<file path="config.mk">
export PLATFORM = sky130hd
export DESIGN_NAME = affine_bigram_decrypt_unit_flat
export DESIGN_NICKNAME = d
export VERILOG_FILES = /design/src/sv/abd_pkg.sv /design/src/sv/abd_if.sv /design/src/sv/affine_bigram_decrypt_unit.sv /design/src/sv/abd_inverse.sv /design/src/sv/abd_datapath.sv /design/src/flat_wrapper.sv
export SDC_FILE = /design/constraint.sdc
export NUM_CORES = 1
export LEC_CHECK = 0
export BUFFER_PORTS_ARGS = -buffer_cell sky130_fd_sc_hd__clkbuf_2
export CORE_MARGIN = 3
export CORE_UTILIZATION = 25
export CTS_CLUSTER_DIAMETER = 120
export DETAILED_ROUTE_END_ITERATION = 12
export MAX_ROUTING_LAYER = met4
export SETUP_SLACK_MARGIN = 0.5
export SLEW_MARGIN = 30
export SYNTH_ARGS = -nofsm -noshare
export SYNTH_HDL_FRONTEND = slang
export SYNTH_SLANG_ARGS = --single-unit
</file>
<file path="constraint.sdc">
create_clock -name clk -period 7.6 [get_ports clk]
set_input_delay 0.38 -clock clk [delete_from_list [all_inputs] [get_ports clk]]
set_output_delay 0.38 -clock clk [all_outputs]
set_load 0.005 [all_outputs]
</file>
<file path="src/sv/abd_pkg.sv">
// shared types, constants and letter mapping functions for the affine bigram decrypt unit
`default_nettype none

package abd_pkg;

  // modulus of the bigram space and alphabet size
  localparam int unsigned Modulus = 961;
  localparam int unsigned Letters = 31;

  // widths
  localparam int unsigned KeyW   = 10;
  localparam int unsigned ByteW  = 8;
  localparam int unsigned IdxW   = 5;
  localparam int unsigned ProdW  = 2 * KeyW;
  localparam int unsigned DataW  = 32;
  localparam int unsigned AddrW  = 3;

  // windows-1251 letter bytes
  localparam logic [ByteW-1:0] ByteBase     = 8'hE0;
  localparam logic [IdxW-1:0]  HardSignPos  = 5'd26;
  localparam logic [IdxW-1:0]  YeryPos      = 5'd27;
  localparam logic [IdxW-1:0]  SoftSignPos  = 5'd28;
  localparam logic [IdxW-1:0]  SoftSignIdx  = 5'd26;
  localparam logic [IdxW-1:0]  YeryIdx      = 5'd27;
  localparam logic [ByteW-1:0] SoftSignByte = 8'hFC;
  localparam logic [ByteW-1:0] YeryByte     = 8'hFB;

  // reciprocal for reduction modulo 961: floor(2^30 / 961)
  localparam int unsigned RedShift = 30;
  localparam int unsigned RedMulW  = 21;
  localparam logic [RedMulW-1:0] RedMul = 21'd1117317;

  // reciprocal for splitting by 31: floor(2^15 / 31)
  localparam int unsigned SplitShift = 15;
  localparam int unsigned SplitMulW  = 11;
  localparam logic [SplitMulW-1:0] SplitMul = 11'd1057;

  localparam logic [KeyW-1:0] ModulusK = KeyW'(Modulus);
  localparam logic [KeyW-1:0] LastMul  = KeyW'(Modulus - 1);

  // register map
  typedef enum logic [0:0] {
    REG_KEY_A = 1'b0,
    REG_KEY_B = 1'b1
  } abd_reg_t;

  // key material handed to the datapath
  typedef struct packed {
    logic [KeyW-1:0] inv;
    logic [KeyW-1:0] kb;
    logic            noinv;
  } abd_key_t;

  // status of the inverse search
  typedef struct packed {
    logic            busy;
    logic [KeyW-1:0] inv;
  } abd_inv_status_t;

  typedef struct packed {
    logic            ok;
    logic [IdxW-1:0] idx;
  } abd_letter_t;

  // reduce a 10-bit key into 0..960
  function automatic logic [KeyW-1:0] reduce_key(input logic [KeyW-1:0] k);
    logic [KeyW-1:0] r;
    r = (k >= ModulusK) ? (k - ModulusK) : k;
    return r;
  endfunction

  // byte to letter index; hard sign and non-letters are not ok
  function automatic abd_letter_t byte_to_index(input logic [ByteW-1:0] b);
    abd_letter_t     res;
    logic [IdxW-1:0] p;
    p       = b[IdxW-1:0];
    res.ok  = (b[ByteW-1:IdxW] == ByteBase[ByteW-1:IdxW]) && (p != HardSignPos);
    if (p < HardSignPos) begin
      res.idx = p;
    end else if (p == YeryPos) begin
      res.idx = YeryIdx;
    end else if (p == SoftSignPos) begin
      res.idx = SoftSignIdx;
    end else begin
      res.idx = p - 5'd1;
    end
    return res;
  endfunction

  // letter index back to byte
  function automatic logic [ByteW-1:0] index_to_byte(input logic [IdxW-1:0] idx);
    logic [ByteW-1:0] b;
    if (idx < SoftSignIdx) begin
      b = ByteBase + {3'b000, idx};
    end else if (idx == SoftSignIdx) begin
      b = SoftSignByte;
    end else if (idx == YeryIdx) begin
      b = YeryByte;
    end else begin
      b = ByteBase + {3'b000, idx} + 8'd1;
    end
    return b;
  endfunction

endpackage

`default_nettype wire

</file>
<file path="src/sv/abd_if.sv">
// request channel interfaces for ciphertext bigrams and plaintext results
`default_nettype none

interface abd_cipher_if;
  logic       valid;
  logic       ready;
  logic [7:0] cipher_first;
  logic [7:0] cipher_second;

  modport source(output valid, output cipher_first, output cipher_second, input ready);
  modport sink(input valid, input cipher_first, input cipher_second, output ready);
endinterface

interface abd_plain_if;
  logic       valid;
  logic       ready;
  logic [7:0] plain_first;
  logic [7:0] plain_second;
  logic       bad_letter;
  logic       key_not_invertible;

  modport source(output valid, output plain_first, output plain_second,
                 output bad_letter, output key_not_invertible, input ready);
  modport sink(input valid, input plain_first, input plain_second,
               input bad_letter, input key_not_invertible, output ready);
endinterface

`default_nettype wire

</file>
<file path="src/sv/affine_bigram_decrypt_unit.sv">
// top level: key registers, inverse search and decrypt pipeline
//
// Decrypts ciphertext bigrams of the 31-letter Windows-1251 Russian alphabet
// under an affine cipher modulo 961.
// cipher channel: one request carries two ciphertext letter bytes.
// plain channel: one request per input with the two plaintext bytes, zero when
//   either flag is set, plus bad_letter and key_not_invertible.
// APB port: key_a at byte address 0, key_b at address 4, both 10 bits.
// Each bigram passes the decode, multiply, estimate, reduce and split registers
//   in order before plain.valid rises. Throughput: one bigram per cycle while
//   no inverse search runs and the receiver is ready, set by the five-stage pipeline.
// Writing key_a starts a search for its inverse that steps through one
//   candidate a cycle, candidates 1 to 960; cipher.ready stays low meanwhile.
// Reset: key_a = 1, key_b = 0, inverse = 1, pipeline empty; an item can be
//   taken as soon as reset is released.
// When the receiver stalls, each stage holds its item and cipher.ready drops
//   once all five stages are full; nothing is lost or repeated.
`default_nettype none

module affine_bigram_decrypt_unit (
  input  wire logic                        clk,
  input  wire logic                        rst,
  abd_cipher_if.sink                       cipher,
  abd_plain_if.source                      plain,
  input  wire logic                        psel,
  input  wire logic                        penable,
  input  wire logic                        pwrite,
  input  wire logic [abd_pkg::AddrW-1:0]   paddr,
  input  wire logic [abd_pkg::DataW-1:0]   pwdata,
  output logic      [abd_pkg::DataW-1:0]   prdata,
  output logic                             pready
);
  import abd_pkg::*;

  logic            [KeyW-1:0] key_a;
  logic            [KeyW-1:0] key_b;
  logic                       wr;
  abd_reg_t                   sel;
  abd_inv_status_t            inv_status;
  abd_key_t                   keys;

  assign pready = 1'b1;
  assign wr     = psel && penable && pwrite;
  assign sel    = abd_reg_t'(paddr[2]);

  // key registers
  always_ff @(posedge clk) begin
    if (rst) begin
      key_a <= KeyW'(1);
      key_b <= '0;
    end else if (wr) begin
      case (sel)
        REG_KEY_A: key_a <= pwdata[KeyW-1:0];
        REG_KEY_B: key_b <= pwdata[KeyW-1:0];
        default: ;
      endcase
    end
  end

  // register read back
  always_comb begin
    case (sel)
      REG_KEY_A: prdata = {{(DataW-KeyW){1'b0}}, key_a};
      REG_KEY_B: prdata = {{(DataW-KeyW){1'b0}}, key_b};
      default:   prdata = '0;
    endcase
  end

  // inverse of key_a, recomputed after each write
  abd_inverse u_inverse (
    .clk    (clk),
    .rst    (rst),
    .start  (wr && sel == REG_KEY_A),
    .key    (pwdata[KeyW-1:0]),
    .status (inv_status)
  );

  assign keys.inv   = inv_status.inv;
  assign keys.kb    = reduce_key(key_b);
  assign keys.noinv = (inv_status.inv == '0);

  // decrypt pipeline
  abd_datapath u_datapath (
    .clk    (clk),
    .rst    (rst),
    .hold   (inv_status.busy),
    .keys   (keys),
    .cipher (cipher),
    .plain  (plain)
  );

`ifndef SYNTHESIS
  // no bigram is taken while the inverse is still being searched
  a_no_take_busy: assert property (@(posedge clk) disable iff (rst)
    (cipher.valid && cipher.ready) |-> !inv_status.busy)
    else $error("bigram accepted during inverse search");

  // a flagged result carries zero bytes
  a_flag_zero: assert property (@(posedge clk) disable iff (rst)
    (plain.valid && (plain.bad_letter || plain.key_not_invertible)) |->
      (plain.plain_first == '0 && plain.plain_second == '0))
    else $error("flagged result with nonzero bytes");

  // a key_a write always starts a search on the next cycle
  a_search_starts: assert property (@(posedge clk) disable iff (rst)
    (wr && sel == REG_KEY_A) |=> inv_status.busy)
    else $error("inverse search did not start");
`endif

endmodule

`default_nettype wire

</file>
<file path="src/sv/abd_inverse.sv">
// iterative search for the inverse of key_a modulo 961
`default_nettype none

module abd_inverse (
  input  wire logic                       clk,
  input  wire logic                       rst,
  input  wire logic                       start,
  input  wire logic [abd_pkg::KeyW-1:0]   key,
  output abd_pkg::abd_inv_status_t        status
);
  import abd_pkg::*;

  typedef enum logic [1:0] {
    ST_IDLE   = 2'b01,
    ST_SEARCH = 2'b10
  } abd_inv_state_t;

  abd_inv_state_t  state;
  logic [KeyW-1:0] ka;
  logic [KeyW-1:0] acc;
  logic [KeyW-1:0] mult;
  logic [KeyW-1:0] inv;
  logic [KeyW:0]   acc_sum;
  logic [KeyW-1:0] acc_next;

  // acc steps through ka * mult modulo 961
  always_comb begin
    acc_sum  = {1'b0, acc} + {1'b0, ka};
    acc_next = (acc_sum >= {1'b0, ModulusK}) ? KeyW'(acc_sum - {1'b0, ModulusK})
                                             : acc_sum[KeyW-1:0];
  end

  // search sequencer; a new key restarts the search in any state
  always_ff @(posedge clk) begin
    if (rst) begin
      state <= ST_IDLE;
      inv   <= KeyW'(1);
    end else if (start) begin
      state <= ST_SEARCH;
    end else begin
      case (state)
        ST_IDLE: begin
        end
        ST_SEARCH: begin
          if (acc == KeyW'(1)) begin
            inv   <= mult;
            state <= ST_IDLE;
          end else if (mult == LastMul) begin
            inv   <= '0;
            state <= ST_IDLE;
          end
        end
        default: begin
          state <= ST_IDLE;
        end
      endcase
    end
  end

  // search operands
  always_ff @(posedge clk) begin
    if (start) begin
      ka   <= reduce_key(key);
      acc  <= reduce_key(key);
      mult <= KeyW'(1);
    end else if (state == ST_SEARCH) begin
      acc  <= acc_next;
      mult <= mult + KeyW'(1);
    end
  end

  assign status.busy = (state != ST_IDLE);
  assign status.inv  = inv;

endmodule

`default_nettype wire

</file>
<file path="src/sv/abd_datapath.sv">
// five-stage decrypt pipeline: decode, multiply, estimate, reduce, split
`default_nettype none

module abd_datapath (
  input  wire logic            clk,
  input  wire logic            rst,
  input  wire logic            hold,
  input  wire abd_pkg::abd_key_t keys,
  abd_cipher_if.sink           cipher,
  abd_plain_if.source          plain
);
  import abd_pkg::*;

  logic v1, v2, v3, v4, v5;
  logic en1, en2, en3, en4, en5;
  logic take;

  // stage 1 registers
  logic [KeyW-1:0]  s1_diff;
  logic             s1_bad;
  logic             s1_noinv;
  // stage 2 registers
  logic [ProdW-1:0] s2_prod;
  logic             s2_zero;
  logic             s2_bad;
  logic             s2_noinv;
  // stage 3 registers
  logic [ProdW-1:0] s3_prod;
  logic [KeyW-1:0]  s3_q;
  logic             s3_zero;
  logic             s3_bad;
  logic             s3_noinv;
  // stage 4 registers
  logic [KeyW-1:0]  s4_x;
  logic             s4_zero;
  logic             s4_bad;
  logic             s4_noinv;
  // output registers
  logic [ByteW-1:0] s5_first;
  logic [ByteW-1:0] s5_second;
  logic             s5_bad;
  logic             s5_noinv;

  // flow control: a stage moves when it is empty or its successor moves
  assign en5  = !v5 || plain.ready;
  assign en4  = !v4 || en5;
  assign en3  = !v3 || en4;
  assign en2  = !v2 || en3;
  assign en1  = !v1 || en2;
  assign cipher.ready = en1 && !hold;
  assign take = cipher.valid && !hold;

  always_ff @(posedge clk) begin
    if (rst) begin
      v1 <= 1'b0;
      v2 <= 1'b0;
      v3 <= 1'b0;
      v4 <= 1'b0;
      v5 <= 1'b0;
    end else begin
      if (en1) v1 <= take;
      if (en2) v2 <= v1;
      if (en3) v3 <= v2;
      if (en4) v4 <= v3;
      if (en5) v5 <= v4;
    end
  end

  // stage 1: letter decode, bigram value, subtract key_b modulo 961
  abd_letter_t     l1, l2;
  logic [KeyW:0]   y;
  logic [KeyW:0]   d;
  always_comb begin
    l1 = byte_to_index(cipher.cipher_first);
    l2 = byte_to_index(cipher.cipher_second);
    y  = ({1'b0, l1.idx, 5'b00000} - {6'b000000, l1.idx}) + {6'b000000, l2.idx};
    if (y >= {1'b0, keys.kb}) begin
      d = y - {1'b0, keys.kb};
    end else begin
      d = (y + {1'b0, ModulusK}) - {1'b0, keys.kb};
    end
  end

  always_ff @(posedge clk) begin
    if (en1) begin
      s1_diff  <= d[KeyW-1:0];
      s1_bad   <= !(l1.ok && l2.ok);
      s1_noinv <= keys.noinv;
    end
  end

  // stage 2: multiply by the inverse
  always_ff @(posedge clk) begin
    if (en2) begin
      s2_prod  <= s1_diff * keys.inv;
      s2_zero  <= s1_bad || s1_noinv;
      s2_bad   <= s1_bad;
      s2_noinv <= s1_noinv;
    end
  end

  // stage 3: quotient estimate by reciprocal, low by at most one
  logic [ProdW+RedMulW-1:0] qwide;
  assign qwide = s2_prod * RedMul;

  always_ff @(posedge clk) begin
    if (en3) begin
      s3_prod  <= s2_prod;
      s3_q     <= qwide[RedShift +: KeyW];
      s3_zero  <= s2_zero;
      s3_bad   <= s2_bad;
      s3_noinv <= s2_noinv;
    end
  end

  // stage 4: remainder with one correction step
  logic [ProdW-1:0] qm;
  logic [ProdW-1:0] rem;
  logic [KeyW-1:0]  x;
  always_comb begin
    qm  = ProdW'(s3_q) * ProdW'(ModulusK);
    rem = s3_prod - qm;
    x   = (rem >= ProdW'(Modulus)) ? KeyW'(rem - ProdW'(Modulus)) : rem[KeyW-1:0];
  end

  always_ff @(posedge clk) begin
    if (en4) begin
      s4_x     <= x;
      s4_zero  <= s3_zero;
      s4_bad   <= s3_bad;
      s4_noinv <= s3_noinv;
    end
  end

  // stage 5: split by 31 and map back to bytes
  logic [KeyW+SplitMulW-1:0] swide;
  logic [IdxW-1:0]           hi_est;
  logic [KeyW-1:0]           lo_wide;
  logic [IdxW-1:0]           hi;
  logic [IdxW-1:0]           lo;
  always_comb begin
    swide   = s4_x * SplitMul;
    hi_est  = swide[SplitShift +: IdxW];
    lo_wide = s4_x - KeyW'(hi_est) * KeyW'(Letters);
    if (lo_wide >= KeyW'(Letters)) begin
      hi = hi_est + 5'd1;
      lo = IdxW'(lo_wide - KeyW'(Letters));
    end else begin
      hi = hi_est;
      lo = lo_wide[IdxW-1:0];
    end
  end

  always_ff @(posedge clk) begin
    if (en5) begin
      s5_first  <= s4_zero ? '0 : index_to_byte(hi);
      s5_second <= s4_zero ? '0 : index_to_byte(lo);
      s5_bad    <= s4_bad;
      s5_noinv  <= s4_noinv;
    end
  end

  assign plain.valid              = v5;
  assign plain.plain_first        = s5_first;
  assign plain.plain_second       = s5_second;
  assign plain.bad_letter         = s5_bad;
  assign plain.key_not_invertible = s5_noinv;

endmodule

`default_nettype wire

</file>
<file path="src/flat_wrapper.sv">
// flat-port wrapper written by rule: the top's interface ports become plain ports
module affine_bigram_decrypt_unit_flat import abd_pkg::*;
  (clk, rst, psel, penable, pwrite, paddr, pwdata, prdata, pready, cipher_valid, cipher_cipher_first, cipher_cipher_second, cipher_ready, plain_valid, plain_plain_first, plain_plain_second, plain_bad_letter, plain_key_not_invertible, plain_ready);
  abd_cipher_if cipher_i ();
  abd_plain_if plain_i ();
  input  wire logic clk;
  input  wire logic rst;
  input  wire logic psel;
  input  wire logic penable;
  input  wire logic pwrite;
  input  wire logic [abd_pkg::AddrW-1:0] paddr;
  input  wire logic [abd_pkg::DataW-1:0] pwdata;
  output logic      [abd_pkg::DataW-1:0] prdata;
  output logic pready;
  input wire logic [$bits(cipher_i.valid)-1:0] cipher_valid;
  input wire logic [$bits(cipher_i.cipher_first)-1:0] cipher_cipher_first;
  input wire logic [$bits(cipher_i.cipher_second)-1:0] cipher_cipher_second;
  output wire logic [$bits(cipher_i.ready)-1:0] cipher_ready;
  output wire logic [$bits(plain_i.valid)-1:0] plain_valid;
  output wire logic [$bits(plain_i.plain_first)-1:0] plain_plain_first;
  output wire logic [$bits(plain_i.plain_second)-1:0] plain_plain_second;
  output wire logic [$bits(plain_i.bad_letter)-1:0] plain_bad_letter;
  output wire logic [$bits(plain_i.key_not_invertible)-1:0] plain_key_not_invertible;
  input wire logic [$bits(plain_i.ready)-1:0] plain_ready;
  assign cipher_i.valid = cipher_valid;
  assign cipher_i.cipher_first = cipher_cipher_first;
  assign cipher_i.cipher_second = cipher_cipher_second;
  assign cipher_ready = cipher_i.ready;
  assign plain_valid = plain_i.valid;
  assign plain_plain_first = plain_i.plain_first;
  assign plain_plain_second = plain_i.plain_second;
  assign plain_bad_letter = plain_i.bad_letter;
  assign plain_key_not_invertible = plain_i.key_not_invertible;
  assign plain_i.ready = plain_ready;
  affine_bigram_decrypt_unit u_core (.clk(clk), .rst(rst), .cipher(cipher_i), .plain(plain_i), .psel(psel), .penable(penable), .pwrite(pwrite), .paddr(paddr), .pwdata(pwdata), .prdata(prdata), .pready(pready));
endmodule
</file>
==> metrics.md <==
| Metric | Value |
|---|---|
| RSZ-0062 raised after global routing | `true` |
| Final WS setup | `409 ps` |
| Simple logic cell fraction of the synthesized area | `11.5%` |
| Fin Setup TNS | `0 ps` |
| Global-route usage over all layers | `10.2%` |
| Cell count after synthesis | `2,196` |
| Commonest non-fill, non-tap cells in the layout | `sky130_fd_sc_hd__ha_1 (411), sky130_fd_sc_hd__inv_1 (384), sky130_fd_sc_hd__nand2_1 (192)` |
| Area growth, synth to finish | `14.2%` |
| Antenna diode count | `0` |
| Routed length on met2 | `20,700 um` |
| Most common cell after layout, fill and taps aside | `sky130_fd_sc_hd__ha_1` |
| Pin slew with the least headroom to its limit | `885 ps` |
| Remaining routing DRC violations | `0` |
| Leftover overflow at the end of global routing | `0` |
| Worst reg2reg path depth | `35` |
| Share of synthesized cell area in full adder, half adder and majority cells | `42.1%` |
| Filler cells | `8,600` |
| Share of the yosys chip area belonging to registers | `21.6%` |
| Count of final hold-check violations | `0` |
| Outcome | `completed` |
| Clock input transition at the sequential cells of the worst setup and hold paths | `70 ps` |
| Unique cell type count in the Yosys netlist | `75` |
| Starting density of the core | `25.4%` |
| Commonest register cell after synthesis | `sky130_fd_sc_hd__edfxtp_1` |
| Crit path arrival time | `7400 ps` |
| Total of endpoints with negative setup slack in the final report | `0` |
| Inserted Clock Buffers | `17` |
| Cell depth of the worst min-delay path | `3` |
| Floorplan die width | `295 um` |
| Buffers from clock root to sink, at most | `2` |
| Number of violations reported at the end of detailed-routing iteration 0 | `435` |
| Per-instance average area after synthesis | `9.53 um2` |
| Synth Cell Area | `20,900 um2` |
| Post-synth top area share | `25.2%` |
| Crit path launch type | `flip-flop` |
| Startpoint-to-endpoint class of the critical path | `flip-flop to flip-flop` |
| Root Driver | `sky130_fd_sc_hd__clkbuf_16` |
| Pre-CTS setup slack | `15.0 ps` |
| Post-route ant nets | `0` |
| Top cells by area in the synthesized netlist | `sky130_fd_sc_hd__ha_1 (25%), sky130_fd_sc_hd__edfxtp_1 (17%), sky130_fd_sc_hd__fa_1 (17%)` |
| Port-buffer cells | `63` |
| Io pins | `111` |
| Ratio of cells with drive above 1 in the final layout | `10.9%` |
| Row count | `105` |
| Library cell occupying the most area in the post-synthesis netlist | `sky130_fd_sc_hd__ha_1` |
| Number of global-route vias before repair | `14.8k` |
| Post-detail-place hpwl | `33,800 um` |
| TritonCTS clock tree | `yes` |
| Synth Warn # | `0` |
| Fraction of synthesized area in multiplexers | `1.25%` |
| Hold-fix buffers, CTS | `0` |
| Floorplan Core Area | `82,500 um2` |
| Post-synth EDFFs | `119` |
| Slowest cell delay on critical path | `520 ps` |
| Wire length on met3 | `980 um` |
| Relative slew slack | `41.0%` |
| Antenna violations before repair | `0` |
| Number of synthesized register bits | `166` |
| Cell mode on critical path | `sky130_fd_sc_hd__ha_4` |
| Global placement routability congestion | `0.840` |
| CP required | `7810 ps` |
| Synth Area in Compound Gates | `9.10%` |
| Number of sinks on the clock net | `166` |
| Final wirelength | `41,900 um` |
| Height of the die | `295 um` |
| Max Cap Viol | `0` |
| First-pass iteration count of the detailed router | `5` |
| Vias per cell | `4.32` |
| Class of the worst hold path | `primary input to flip-flop` |
| Post-DR wirelength/cell | `12.4 um` |
| Clock latency reported for the late side of the worst-skew pair | `450 ps` |
| Crit. End Element | `flip-flop` |
| Dominant combinational cell family by area after synthesis | `adder cells` |
| Critical-path cell with the highest stage delay | `sky130_fd_sc_hd__fa_1` |
| Final setup skew | `12.9 ps` |
| First-pass GRT wire length | `71,200 um` |
| Topmost layer with routed signal wires | `met4` |
| Time the worst path needs with I/O delays and setup | `7190 ps` |
| NumNets Final | `2,948` |
| Number of H-tree levels | `4` |
| Highest Clock Rate | `0.139 GHz` |
| Routed length on met1 | `19,900 um` |
| Overall via count from detail_route | `14.6k` |
| Pin count of the biggest net entering global routing | `37` |
| Final period utilization | `94.6%` |
| Die Footprint | `87,200 um2` |
| Fraction of synthesized cell area in xor and xnor cells | `5.73%` |
| Share of flip-flops with an asynchronous set or reset after synthesis | `0%` |
| Maximum fanout encountered on the critical timing path | `6` |
| Number of slew-limit violations in the final report | `0` |
path summary, 6_finish.rpt:
| check | start | end | slack (ps) |
|---|---|---|---|
| setup / recovery | u_core.u_datapath.s4_x[9] | u_core.u_datapath.plain.plain_first[0] | 410 |
| hold / removal | pwdata[7] | u_core.key_a[7] | 210 |
| setup reg to reg | u_core.u_datapath.s4_x[9] | u_core.u_datapath.plain.plain_first[0] | 410 |
| hold reg to reg | u_core.u_datapath.s3_noinv | u_core.u_datapath.s4_noinv | 420 |
synthesized netlist by cell type, drive strengths merged, types with 20 or more instances:
cell type and count:
fa 176, nand3 30, dfxtp 47, nand4 25
nor2 101, xor2 44, nand2 196, inv 391
edfxtp 119, clkbuf 36, xnor2 92, a21o 20
and2 58, o21ai 59, nor3 26, ha 422
a21oi 121, buf 31
sequential cells by signal, summed over array words and instances (netlist names), 8 cells and up:
| name | flops |
|---|---|
| u_core.key_b | 10 |
| u_core.u_datapath.plain.plain_second | 8 |
| u_core.u_datapath.s4_x | 10 |
| u_core.u_datapath.s1_diff | 10 |
| u_core.u_inverse.acc | 10 |
| u_core.u_datapath.plain.plain_first | 8 |
| u_core.u_datapath.s3_prod | 20 |
| u_core.u_inverse.inv | 10 |
| u_core.u_datapath.s2_prod | 20 |
| u_core.u_inverse.mult | 10 |
| u_core.u_datapath.s3_q | 10 |
| u_core.u_inverse.ka | 10 |
| u_core.key_a | 10 |
what timing repair did:
item                       in CTS  in global routing
buffers inserted               24                 12
pin swaps                      26                 31
setup endpoints to repair      15                 16
resized for setup              32                 39
cell type report:
cell class	instances	area (um2)	area share, %
well taps	1070	1340	5.60
multi-input cells	1592	15200	63.4
repair buffers	123	827	3.46
clock buffers	18	429	1.80
inverters	392	1480	6.19
clock inverters	14	150	0.628
flip-flops and latches	166	4510	18.9
critical path, delay by kind of cell, from the launching register on:
kind,cells,cell delay (ps)
flip-flops,1,440
AND/OR/NAND/NOR,6,870
XOR/XNOR,3,570
AO/OA/AOI/OAI,11,1740
adder cells (fa/ha/maj),9,2830
buffers and inverters,6,490
metal layers:
metal | track usage, % | vias up
met5 | - | -
met4 | 1.56 | 0
met3 | 1.55 | 33
met2 | 17.7 | 158
met1 | 12.8 | 6938
li1 | - | 7457
logic make-up (layout without fill, tap and decap cells):
family,Yosys count,in the layout
other,2,23
AOI/OAI and AO/OA,302,302
muxes,24,24
buffers and inverters,459,547
DFF,166,166
adders and majority gates,598,598
xor gates and xnor gates,136,136
and+or+nand+nor,509,509
stage by stage:
stage          cells  hold slack [ps]  area [um2]  util (%)
2_1_floorplan   2217              400       21200         -
3_3_place_gp    3307              407       22700      27.5
3_5_place_dp    3307              408       22700      27.5
4_1_cts         3363              175       23600      28.6
5_1_grt         3375              197       23900      29.0
6_report        3375              210       23900      29.0
Power is not shown: default switching activity piles up to over one toggle a cycle in this logic, so the estimate is an artifact.
